### config.mk
export PLATFORM = sky130hd
export DESIGN_NAME = bccm_div
export DESIGN_NICKNAME = d
export VERILOG_FILES = /design/src/rtl/bccm_pkg.sv /design/src/rtl/bccm_div.sv
export SDC_FILE = /design/constraint.sdc
export NUM_CORES = 1
export LEC_CHECK = 0
export ABC_AREA = 1
export BUFFER_PORTS_ARGS = -buffer_cell sky130_fd_sc_hd__buf_4
export CORE_MARGIN = 2
export CORE_UTILIZATION = 35
export CTS_BUF_LIST = sky130_fd_sc_hd__clkbuf_8 sky130_fd_sc_hd__clkbuf_16
export DETAILED_ROUTE_END_ITERATION = 8
export PLACE_DENSITY = 0.54
export RECOVER_POWER = 25
export SKIP_CTS_REPAIR_TIMING = 1
export SLEW_MARGIN = 30
export SYNTH_ARGS = -nofsm -noshare
export SYNTH_HDL_FRONTEND = slang
export SYNTH_SLANG_ARGS = --single-unit
### constraint.sdc
create_clock -name i_clk -period 17 [get_ports i_clk]
set_input_delay 0.85 -clock i_clk [delete_from_list [all_inputs] [get_ports i_clk]]
set_output_delay 0.85 -clock i_clk [all_outputs]
set_load 0.005 [all_outputs]
### src/rtl/bccm_pkg.sv
// shared types, codes and helper functions of the bank conflict cost monitor
`default_nettype none
package bccm_pkg;

    localparam int CFG_IDX_W  = 4;
    localparam int CFG_DATA_W = 16;

    localparam logic [CFG_IDX_W-1:0] CFG_BANK_COUNT  = 4'd0;
    localparam logic [CFG_IDX_W-1:0] CFG_PORTS       = 4'd1;
    localparam logic [CFG_IDX_W-1:0] CFG_INTERLEAVE  = 4'd2;
    localparam logic [CFG_IDX_W-1:0] CFG_READ_COST   = 4'd3;
    localparam logic [CFG_IDX_W-1:0] CFG_WRITE_COST  = 4'd4;
    localparam logic [CFG_IDX_W-1:0] CFG_SAMPLE      = 4'd5;
    localparam logic [CFG_IDX_W-1:0] CFG_COST_MODEL  = 4'd6;
    localparam logic [CFG_IDX_W-1:0] CFG_BROADCAST   = 4'd7;

    localparam logic [4:0]  SHIFT_MAX     = 5'd20;
    localparam logic [15:0] IL_DEFAULT    = 16'd4;
    localparam logic [63:0] SAT_MAX       = 64'hFFFF_FFFF_FFFF_FFFF;

    typedef enum logic [1:0] {
        CMD_TICK  = 2'd0,
        CMD_READ  = 2'd1,
        CMD_WRITE = 2'd2,
        CMD_BULK  = 2'd3
    } t_cmd;

    // number of quotient bits the divider produces
    typedef enum logic [1:0] {
        DIV_SHORT = 2'd0,   // 8 steps, quotient known below 256
        DIV_MID   = 2'd1,   // 32 steps, dividend below 2^32
        DIV_FULL  = 2'd2    // 64 steps
    } t_div_mode;

    typedef struct packed {
        logic        start;
        t_div_mode   mode;
        logic [63:0] dividend;
        logic [63:0] divisor;
    } t_div_req;

    typedef struct packed {
        logic        done;
        logic [63:0] quot;
        logic [63:0] rem;
    } t_div_rsp;

    function automatic logic [63:0] sat_add(input logic [63:0] a, input logic [63:0] b);
        logic [64:0] s;
        s = {1'b0, a} + {1'b0, b};
        return s[64] ? SAT_MAX : s[63:0];
    endfunction

    function automatic logic [63:0] sat_mul9(input logic [63:0] a, input logic [8:0] b);
        logic [72:0] p;
        p = {9'd0, a} * {64'd0, b};
        return (|p[72:64]) ? SAT_MAX : p[63:0];
    endfunction

endpackage
`default_nettype wire

### src/rtl/bccm_div.sv
// radix-2 restoring divider, one quotient bit per cycle
`default_nettype none
module bccm_div (
    input  wire                 i_clk,
    input  wire                 i_rst_n,
    input  bccm_pkg::t_div_req  i_req,
    output bccm_pkg::t_div_rsp  o_rsp
);

    logic        r_busy;
    logic        r_done;
    logic [6:0]  r_cnt;
    logic [63:0] r_rem;
    logic [63:0] r_dq;
    logic [63:0] r_div;

    logic [64:0] trial;
    logic        ge;
    logic [63:0] n_rem;
    logic [63:0] n_dq;

    always_comb begin
        trial = {r_rem, r_dq[63]};
        ge    = trial >= {1'b0, r_div};
        n_rem = ge ? 64'(trial - {1'b0, r_div}) : trial[63:0];
        n_dq  = {r_dq[62:0], ge};
    end

    always_ff @(posedge i_clk) begin
        if (!i_rst_n) begin
            r_busy <= 1'b0;
            r_done <= 1'b0;
            r_cnt  <= '0;
        end else begin
            r_done <= 1'b0;
            if (i_req.start) begin
                r_busy <= 1'b1;
                r_div  <= i_req.divisor;
                unique case (i_req.mode)
                    bccm_pkg::DIV_SHORT: begin
                        r_rem <= {8'd0, i_req.dividend[63:8]};
                        r_dq  <= {i_req.dividend[7:0], 56'd0};
                        r_cnt <= 7'd8;
                    end
                    bccm_pkg::DIV_MID: begin
                        r_rem <= {32'd0, i_req.dividend[63:32]};
                        r_dq  <= {i_req.dividend[31:0], 32'd0};
                        r_cnt <= 7'd32;
                    end
                    default: begin
                        r_rem <= '0;
                        r_dq  <= i_req.dividend;
                        r_cnt <= 7'd64;
                    end
                endcase
            end else if (r_busy) begin
                r_rem <= n_rem;
                r_dq  <= n_dq;
                r_cnt <= r_cnt - 7'd1;
                if (r_cnt == 7'd1) begin
                    r_busy <= 1'b0;
                    r_done <= 1'b1;
                end
            end
        end
    end

    assign o_rsp.done = r_done;
    assign o_rsp.quot = r_dq;
    assign o_rsp.rem  = r_rem;

endmodule
`default_nettype wire

==> results of run 1 <==
-- layout make-up --
type | count | area [um^2] | area share, %
multi-input cells | 1503 | 7330 | 39.7
flip-flops and latches | 201 | 5950 | 32.2
repair buffers | 268 | 1980 | 10.7
inverters | 438 | 1650 | 8.92
well taps | 585 | 732 | 3.97
clock buffers | 25 | 626 | 3.39
clock inverters | 20 | 186 | 1.01
-- worst max-delay path: stages --
cell,delay (ps)
clkbuf_1,1620
nand2_1,150
clkinv_1,100
clkbuf_1,2770
-- kinds of logic (layout without fill, tap and decap cells) --
group / Yosys count / count (layout)
buf+inv: 494 / 751
compound gates: 179 / 179
fa+ha+maj: 67 / 67
flops: 201 / 201
simple gates: 1224 / 1224
xor+xnor: 33 / 33
-- per-stage QoR --
stage | cell area [um^2] | instances | util (%) | hold WS [ps]
floorplan | 15200 | 2198 | - | 485
detailed placement | 17700 | 2995 | 41.1 | 533
global placement | 17700 | 2995 | 41.1 | 515
finish | 18400 | 3040 | 42.9 | 476
CTS | 18500 | 3040 | 43.0 | 428
global route | 18400 | 3040 | 42.9 | 461
-- report_power, final --
part           switching, mW  internal, mW  leakage [nW]  total (mW)
Sequential            0.0283         0.599          1.92       0.628
Combinational          0.371         0.200          7.06       0.571
Clock                  0.227         0.314         0.412       0.540
-- layer usage --
layer	vias to the layer above	wire, um
met1	6918	27700
met4	0	1790
li1	7399	-
met2	575	26800
met5	-	0
met3	83	5720
-- Yosys cell counts, types with 15 or more instances --
library cell  instances
o211ai_1             24
nand3b_1             56
nand3_1             153
a22oi_1              32
o21ai_0              52
nor2_1              135
a21oi_1              56
edfxtp_1            192
ha_1                 66
xnor2_1              29
nand2_1             830
inv_1               437
clkbuf_1             32
nor3_1               15
-- sequential cells by signal, indices dropped and copies added (netlist names) --
name / count
r_div: 64
r_dq: 64
r_rem: 64
r_cnt: 7
r_busy: 1
r_done: 1
-- how the worst max path moves through the flow --
stage               slack [ps]        from        end  cells past startpoint
floorplan                 9800  i_req[130]    r_dq[0]                      3
global placement         13090   r_rem[50]  r_rem[55]                     13
detailed placement       13060   r_rem[50]  r_rem[53]                     13
CTS                      13040   r_rem[50]  r_rem[53]                     13
global route             10930  i_req[130]  r_div[18]                      4
finish                   11420  i_req[130]   r_div[7]                      4
==> key figures, run 1 <==
Run status
  • Run status: finished, violations left
  • Violated checks: max-capacitance violations, max-slew violations

Place
  • GPL Wtd Cong: 0.965
  • Hpwl dp: 49600 um
  • Pre-CTS WS: 13060 ps
  • # port buffers: 261

Power and ir drop
  • LEAKAGE: 9.39 nW
  • Power density cells: 94.3 mW/mm^2
  • Tot Pwr: 1.74 mW
  • Max rail drop VDD: 0.0000729 V

Global routing
  • Total gr overflow: 0
  • GR Util All Layers: 27.5%
  • M2 GR Usage: 43.0%
  • Antenna violations before repair: 0
  • Maximum number of pins on one net before global-route repair: 131
  • Met3 usage: 6.66%
  • Gr busiest metal: met2
  • Vias in the first global route: 14600
  • First-pass GRT wire length: 91300 um
  • Routing usage on met1: 37.7%

Timing
  • Slew @ Worst Pin: 4050 ps
  • Unrepaired setup endpoints after global routing: no
  • Setup TNS: 0 ps
  • Hold Vio Cnt, Final: 0
  • Post-route clock skew: 17.1 ps
  • Achievable Freq: 179 MHz
  • Slew Limit Fails: 114
  • Period Utilization, post-route: 32.8%
  • Fin worst setup slack: 11420 ps
  • Min cycle time layout: 5580 ps
  • Final setup viols: 0
  • Max-slew headroom: -170%

Synth
  • Xor/xnor share of the synthesized area: 1.90%
  • Area share of the largest cell type after synthesis: 38.0%
  • Main synth FF type: edfxtp_1
  • Cells after synthesis: 2198
  • Sequential cell area fraction in the yosys report: 39.2%
  • Post-Synth Simple-Gate Area: 33.7%
  • Yosys cell types: 39
  • Leading area contributor after synthesis: edfxtp_1
  • Post-Syn Area per Cell: 6.91 um^2
  • Syn nets: 2398
  • Synth warn: 0
  • Flops & latches, synth: 201
  • Post-Synth Adder-Cell Area: 5.57%
  • Mux share of post-synthesis cell area: 0%
  • Post-synth EDFFs: 192
  • Synth Area in Compound Gates: 7.00%
  • Synth top area cells: edfxtp_1 (38%), nand2_1 (21%), inv_1 (11%)
  • Main combinational cell family by area after synthesis: simple AND/OR/NAND/NOR gates
  • Post-synth ARST share: 0%
  • Synthesized area: 0.0152 mm^2

Die
  • Site Rows: 76
  • Chip width: 212 um
  • Die height: 212 um
  • Io pins: 262
  • Core area: 0.0430 mm^2
  • Initial core utilization: 35.3%
  • Die area: 0.0451 mm^2

Worst setup path
  • WS Path Type: input pin to register
  • WP data required: 17070 ps
  • CP max FO: 65
  • R2R Setup Slk: 13100 ps
  • Critical Path AT: 5650 ps
  • Startpoint types: input pin
  • R2R depth: 13
  • Crit. End Element: register
  • RR Startpoint: r_rem[50]
  • Reg-to-Reg End: r_rem[53]

Route
  • Detail-routed via count per cell: 4.93
  • Routed WL: 62100 um
  • Detailed Routing Iterations Pass 1: 5
  • Drt initial violations: 1288
  • ANT nets after route: 0
  • Drt wl/cell: 20.4 um
  • Total number of vias: 15000
  • # DRC: 0

CTS
  • Num CTS Buffers: 25
  • Sink Count: 201
  • Clk_lat worst skew: 570 ps
  • CTS HTree Levels: 1
  • Clock transition at path regs: 60 ps
  • CTS tree: yes
  • Max clock buf depth: 3
  • Clk Tree Root Cell: clkbuf_16

Cells and area
  • Commonest non-fill, non-tap cells in the layout: nand2_1 (830), inv_1 (437), edfxtp_1 (192), buf_4 (190), nand3_1 (153)
  • Fill count: 4674
  • Nets: 2637
  • Layout cells sized above 1: 12.6%
  • Area grow syn2layout: 21.4%
  • Commonest non-fill, non-tap cell in the layout: nand2_1
  • Diode count: 0

Hold path
  • Hold path startpoint: i_req[6]
  • Min-Delay Path Depth: 1
  • Type of the worst min-delay path: input pin to register
  • Hold path endpoint: r_div[6]

Run
  • Max cap viols: 2
(Power assumes the default switching activity.)
==> inputs of run 2 (changes only) <==
Settings changed: ABC_AREA 1 to 0, PLACE_DENSITY 0.54 to 0.57.
Clock period 17 ns to 4.8 ns, I/O delays scaled along.
==> run 2 against run 1 <==
The run still ends with max-capacitance violations, max-slew violations left; clock skew up 17 ps; critical endpoint is now r_rem[19]; first-iteration DRC count down 22%; critical path depth unchanged; clock power rose to 3.2 times the previous value; setup slack worse by 11000 ps; largest cell class unchanged; global-route usage down 3.2 points; clock-buffer cell count unchanged; sequential share of layout area up 3.2 points; critical path type unchanged; synthesized cell count down 42%; worst hold slack worse by 470 ps; core utilization up 2.8 points; sequential power rose to 3.6 times the previous value.
==> key figures, run 2 <==
Route
  • # DRC: 0 (unchanged)
  • Routed WL: 48500 um (-22%)
  • Detail-routed via count per cell: 5.63 (+14%)
  • Total number of vias: 11500 (-23%)
  • ANT nets after route: 0 (unchanged)
  • Drt initial violations: 1005 (-22%)
  • Detailed Routing Iterations Pass 1: 5 (unchanged)
  • Drt wl/cell: 23.7 um (+16%)

Timing
  • Final setup viols: 0 (unchanged)
  • Setup TNS: 0 ps (unchanged)
  • Hold Vio Cnt, Final: 0 (unchanged)
  • Period Utilization, post-route: 87.4%
  • Slew Limit Fails: 75 (-34%)
  • Post-route clock skew: 34.2 ps (+17.1 ps)
  • Min cycle time layout: 4190 ps
  • Unrepaired setup endpoints after global routing: no
  • Max-slew headroom: -28.5% (+140 points)
  • Slew @ Worst Pin: 1930 ps (-2120 ps)
  • Achievable Freq: 238 MHz

Cells and area
  • Nets: 1765 (-33%)
  • Layout cells sized above 1: 20.7% (+8.1 points)
  • Diode count: 0 (unchanged)
  • Regs by FF count: r_div x64, r_dq x64, r_rem x64
  • Area grow syn2layout: 27.9%
  • Commonest non-fill, non-tap cell in the layout: edfxtp_1
  • Commonest non-fill, non-tap cells in the layout: edfxtp_1 (192), buf_4 (168), nor2_1 (103), inv_1 (97), mux2i_1 (91)
  • Final core utilization: 45.7% (+2.8 points)

Worst setup path
  • Cells along the critical path: clkbuf_1 > clkbuf_1 > o21a_1 > buf_4
  • WP data required: 4970 ps (-12100 ps)
  • CP max FO: 44 (-32%)
  • Startpoint types: input pin
  • Critical Path AT: 4360 ps (-1290 ps)
  • Worst path slowest cell: clkbuf_1
  • Critical Path Most Common Cell: clkbuf_1
  • WS Path Type: input pin to register
  • Largest stage delay, worst path: 1340 ps (-1430 ps)
  • R2R Setup Slk: 710 ps (-12390 ps)
  • Crit. End Element: register

CTS
  • Clock transition at path regs: 60 ps (about the same)
  • Num CTS Buffers: 24 (-4.0%)
  • Max clock buf depth: 3 (unchanged)
  • Sink Count: 201 (unchanged)
  • CTS HTree Levels: 1 (unchanged)
  • CTS tree: yes
  • Clk Tree Root Cell: clkbuf_16
  • Clk_lat worst skew: 550 ps (-20 ps)

Synth
  • Area share of the largest cell type after synthesis: 44.0% (+6.0 points)
  • Syn nets: 1473 (-39%)
  • Cells after synthesis: 1273 (-42%)
  • Leading area contributor after synthesis: edfxtp_1
  • Yosys cell types: 79 (+100%)
  • Synth warn: 0 (unchanged)
  • Post-synth ARST share: 0% (unchanged)
  • Most frequent cells after synthesis: edfxtp_1 (192), nor2_1 (103), inv_1 (91), mux2i_1 (91), nand2_1 (85)
  • Flops & latches, synth: 201 (unchanged)
  • Synthesized area: 0.0131 mm^2 (-14%)
  • Post-Syn Area per Cell: 10.3 um^2 (+49%)
  • Top-count cell post-synth: edfxtp_1
  • Post-synth EDFFs: 192 (unchanged)
  • Main synth FF type: edfxtp_1
  • Sequential cell area fraction in the yosys report: 45.4% (+6.2 points)
  • Synth top area cells: edfxtp_1 (44%), mux2i_1 (7.0%), ha_1 (6.3%)

Power and ir drop
  • LEAKAGE: 7.14 nW (-24%)
  • Power density cells: 348 mW/mm^2 (+270%)
  • Tot Pwr: 5.82 mW (+230%)
  • Max rail drop VDD: 0.000206 V (+180%)

Global routing
  • Total gr overflow: 0 (unchanged)
  • Antenna violations before repair: 0 (unchanged)
  • GR Util All Layers: 24.3% (-3.2 points)
  • First-pass GRT wire length: 70900 um (-22%)
  • Maximum number of pins on one net before global-route repair: 70 (-47%)
  • Vias in the first global route: 11100 (-24%)

Place
  • # port buffers: 261 (unchanged)
  • GPL Wtd Cong: 0.940 (-2.6%)
  • Hpwl dp: 36900 um (-26%)

Run status
  • Run status: finished, violations left
  • Violated checks: max-capacitance violations, max-slew violations

Die
  • Site Rows: 70 (-7.9%)
  • Initial core utilization: 35.7% (+0.37 points)
  • Chip width: 197 um (-7.0%)
  • Io pins: 262 (unchanged)
  • Die area: 0.0390 mm^2 (-13%)
  • Die height: 197 um (-7.0%)
  • Core area: 0.0367 mm^2 (-15%)

Run
  • Max cap viols: 2 (unchanged)

Hold path
  • Type of the worst min-delay path: input pin to register
-- run 2: metrics by stage --
stage | hold WS [ps] | instances | worst slack [ps] | area (um^2)
3_5_place_dp | 419 | 1939 | 761 | 15400
6_report | 9.03 | 2050 | 607 | 16800
2_1_floorplan | 339 | 1273 | 327 | 13100
3_3_place_gp | 419 | 1939 | 786 | 15400
5_1_grt | 7.96 | 2050 | 392 | 16800
4_1_cts | -166 | 1982 | 733 | 16200
-- run 2: path summary, 6_finish.rpt --
path | startpoint | to | cells after the start
hold reg to reg | r_cnt[1] | r_cnt[1] | 2
hold / removal | i_req[70] | r_dq[6] | 2
setup reg to reg | r_rem[13] | r_rem[48] | 12
setup / recovery | i_req[130] | r_rem[19] | 4
-- run 2: layout make-up --
type / count / area (um^2)
Fill cell: 3511 / 19900
Multi-Input combinational cell: 902 / 6460
Sequential cell: 201 / 5950
Timing Repair Buffer: 345 / 2700
Clock buffer: 25 / 614
Tap cell: 468 / 586
Inverter: 91 / 343
Clock inverter: 18 / 118
-- run 2: per-layer routing --
metal	GRT usage [%]	vias to the layer above	part of all wire [%]
met3	4.11	69	6.8
met1	33.9	5638	45
met2	38.6	474	45
met5	0	-	0
li1	-	5356	-
met4	7.21	0	3.0
-- run 2: power breakdown --
part	internal [mW]	switching, mW
clock network	0.977	0.765
registers	2.12	0.125
logic	0.791	1.04
total	3.89	1.93
-- run 2: logic make-up after synthesis --
| logic type | count (synthesis) | share of synthesized area (%) |
|---|---|---|
| AO/OA/AOI/OAI | 384 | 20.5 |
| AND/OR/NAND/NOR | 292 | 10.6 |
| flip-flops | 201 | 45.4 |
| buffers and inverters | 170 | 5.36 |
| multiplexers | 99 | 7.64 |
| adder cells (fa/ha/maj) | 67 | 6.46 |
| XOR/XNOR | 60 | 4.01 |
-- run 2: worst max-delay path, delay by kind of cell --
family                 cells  cell delay [ps]
buffers and inverters      3             3130
AOI/OAI and AO/OA          1              910
==> inputs of run 3 (changes only) <==
Settings changed: CORE_UTILIZATION 35 to 51, PLACE_DENSITY 0.57 to 0.78.
Clock period 4.8 ns to 3.63 ns, I/O delays scaled along.
==> run 3 against run 2 <==
The flow finishes with violations (negative hold slack, max-capacitance violations, max-slew violations); global-route usage is 8.0 points higher; total power is 35% higher; largest power group unchanged; sequential share of layout area is 0.86 points lower.
==> key figures, run 3 (same netlist as run 2, synthesis figures left out) <==
Cells and area
  • Diode count: 0 (unchanged)
  • Fill count: 1896 (-46%)
  • Commonest non-fill, non-tap cell in the layout: buf_4
  • Layout cells sized above 1: 23.1% (+2.3 points)
  • Nets: 1809 (+2.5%)
  • Regs by FF count: r_div x64, r_dq x64, r_rem x64
  • Commonest non-fill, non-tap cells in the layout: buf_4 (220), edfxtp_1 (192), nor2_1 (103), inv_1 (96), mux2i_1 (90)
  • Area grow syn2layout: 31.1%

Global routing
  • Antenna violations before repair: 1 (+1)
  • First-pass GRT wire length: 66500 um (-6.2%)
  • Total gr overflow: 0 (unchanged)
  • Vias in the first global route: 11300 (+1.2%)
  • GR Util All Layers: 32.3% (+8.0 points)
  • Maximum number of pins on one net before global-route repair: 79 (+13%)

Place
  • Hpwl dp: 33400 um (-9.5%)
  • GPL Wtd Cong: 1.01 (+7.9%)
  • Pre-CTS WS: -67.3 ps (-828 ps)
  • # port buffers: 261 (unchanged)

Hold path
  • Type of the worst min-delay path: input pin to register

Timing
  • Fin worst setup slack: 163 ps (-444 ps)
  • Slew @ Worst Pin: 2070 ps (+138 ps)
  • Final setup viols: 0 (unchanged)
  • Achievable Freq: 288 MHz
  • Min Hold Slack: -9.10 ps (-18.1 ps)
  • Post-route clock skew: 20.5 ps (-13.7 ps)
  • Unrepaired setup endpoints after global routing: no
  • Slew Limit Fails: 78 (+4.0%)
  • Period Utilization, post-route: 95.5%
  • Min cycle time layout: 3470 ps
  • Max-slew headroom: -37.7% (-9.2 points)
  • Setup TNS: 0 ps (unchanged)
  • Hold Vio Cnt, Final: 4 (+4)

Route
  • Detailed Routing Iterations Pass 1: 5 (unchanged)
  • Routed WL: 45500 um (-6.2%)
  • Detail-routed via count per cell: 6.23 (+11%)
  • Drt initial violations: 1408 (+40%)
  • Drt wl/cell: 23.3 um (-1.7%)
  • Total number of vias: 12200 (+5.5%)
  • ANT nets after route: 0 (unchanged)
  • # DRC: 0 (unchanged)

Die
  • Chip width: 164 um (-17%)
  • Core area: 0.0252 mm^2 (-31%)
  • Die height: 164 um (-17%)
  • Io pins: 262 (unchanged)
  • Site Rows: 58 (-17%)
  • Die area: 0.0270 mm^2 (-31%)
  • Initial core utilization: 52.0% (+16 points)

Worst setup path
  • Critical Path AT: 3710 ps (-650 ps)
  • Startpoint types: register
  • Critical Path Most Common Cell: o21ai_4
  • Cells along the critical path: ha_4 > nand2_1 > o21ai_4 > a41oi_1 > nor4_4 > o211ai_2 > a2111oi_4 > o21ai_4 > nand2_8 > buf_4 > mux2i_1 > o21ai_0
  • Worst path slowest cell: edfxtp_1
  • WS Path Type: register to register
  • Crit. End Element: register
  • CP max FO: 8 (-82%)
  • WP data required: 3870 ps (-1100 ps)
  • Largest stage delay, worst path: 450 ps (-890 ps)

Power and ir drop
  • Power density cells: 459 mW/mm^2 (+32%)
  • LEAKAGE: 7.44 nW (+4.1%)
  • Max rail drop VDD: 0.000329 V (+60%)
  • Tot Pwr: 7.89 mW (+35%)

CTS
  • Clock transition at path regs: 60 ps (about the same)
  • Sink Count: 201 (unchanged)
  • Num CTS Buffers: 24 (unchanged)
  • CTS HTree Levels: 1 (unchanged)
  • Clk_lat worst skew: 530 ps (-20 ps)
  • Max clock buf depth: 3 (unchanged)
  • CTS tree: yes
  • Clk Tree Root Cell: clkbuf_16

Run status
  • Run status: finished, violations left
  • Violated checks: negative hold slack, max-capacitance violations, max-slew violations

Run
  • Max cap viols: 2 (unchanged)
==> run 3: cell count changes in the layout (fill, tap and decap cells not counted), sizes merged <==
| cell | delta |
|---|---|
| clkbuf | -29 |
| bufinv | +1 |
| buf | +55 |
| inv | -2 |
| dlygate4sd3 | +18 |
| nand2 | +1 |
==> run 3: per-stage QoR <==
| step | utilization [%] | cell area (um^2) | std cells |
|---|---|---|---|
| after floorplan | - | 13100 | 1273 |
| after global placement | 61.2 | 15400 | 1816 |
| after detailed placement | 61.2 | 15400 | 1816 |
| after CTS | 64.2 | 16200 | 1859 |
| after global routing | 68.2 | 17200 | 1956 |
| final | 68.2 | 17200 | 1956 |
==> run 3: cell type report <==
cell class              instances  area, um^2  area share, %
clock buffers                  26         628           3.66
well taps                     330         413           2.40
multi-input cells             903        6530           38.0
flip-flops and latches        201        5950           34.6
inverters                      91         342           1.99
repair buffers                388        3170           18.5
clock inverters                17         139          0.809
==> run 3: routing by layer <==
metal  vias up  GRT usage [%]  share of wire [%]
met5         -              0                  0
met1      5791           44.7                 39
met4         0           13.9                5.0
met3       139           7.35                 12
li1       5448              -                  -
met2       799           48.8                 44
==> run 3: critical path: cells and delay by family (launching register included) <==
kind	cells	cell delay [ps]
buf+inv	1	200
fa+ha+maj	1	340
flops	1	450
compound gates	6	1260
simple gates	3	660
mux	1	260
==> run 3: path summary, 6_finish.rpt <==
kind                                  from         to  slack, ps  cells after the start
worst max-delay path             r_rem[14]  r_rem[49]        160                     12
worst max register to register   r_rem[14]  r_rem[49]        160                     12
worst min-delay path            i_req[126]  r_rem[54]         -9                      3
worst min register to register    r_cnt[1]   r_cnt[1]        540                      2
==> run 3: power by group <==
| part | total (mW) | switching [mW] | internal, mW |
|---|---|---|---|
| clock | 2.37 | 0.987 | 1.38 |
| combinational | 2.57 | 1.42 | 1.15 |
| sequential | 2.95 | 0.144 | 2.81 |
| total | 7.89 | 2.55 | 5.34 |
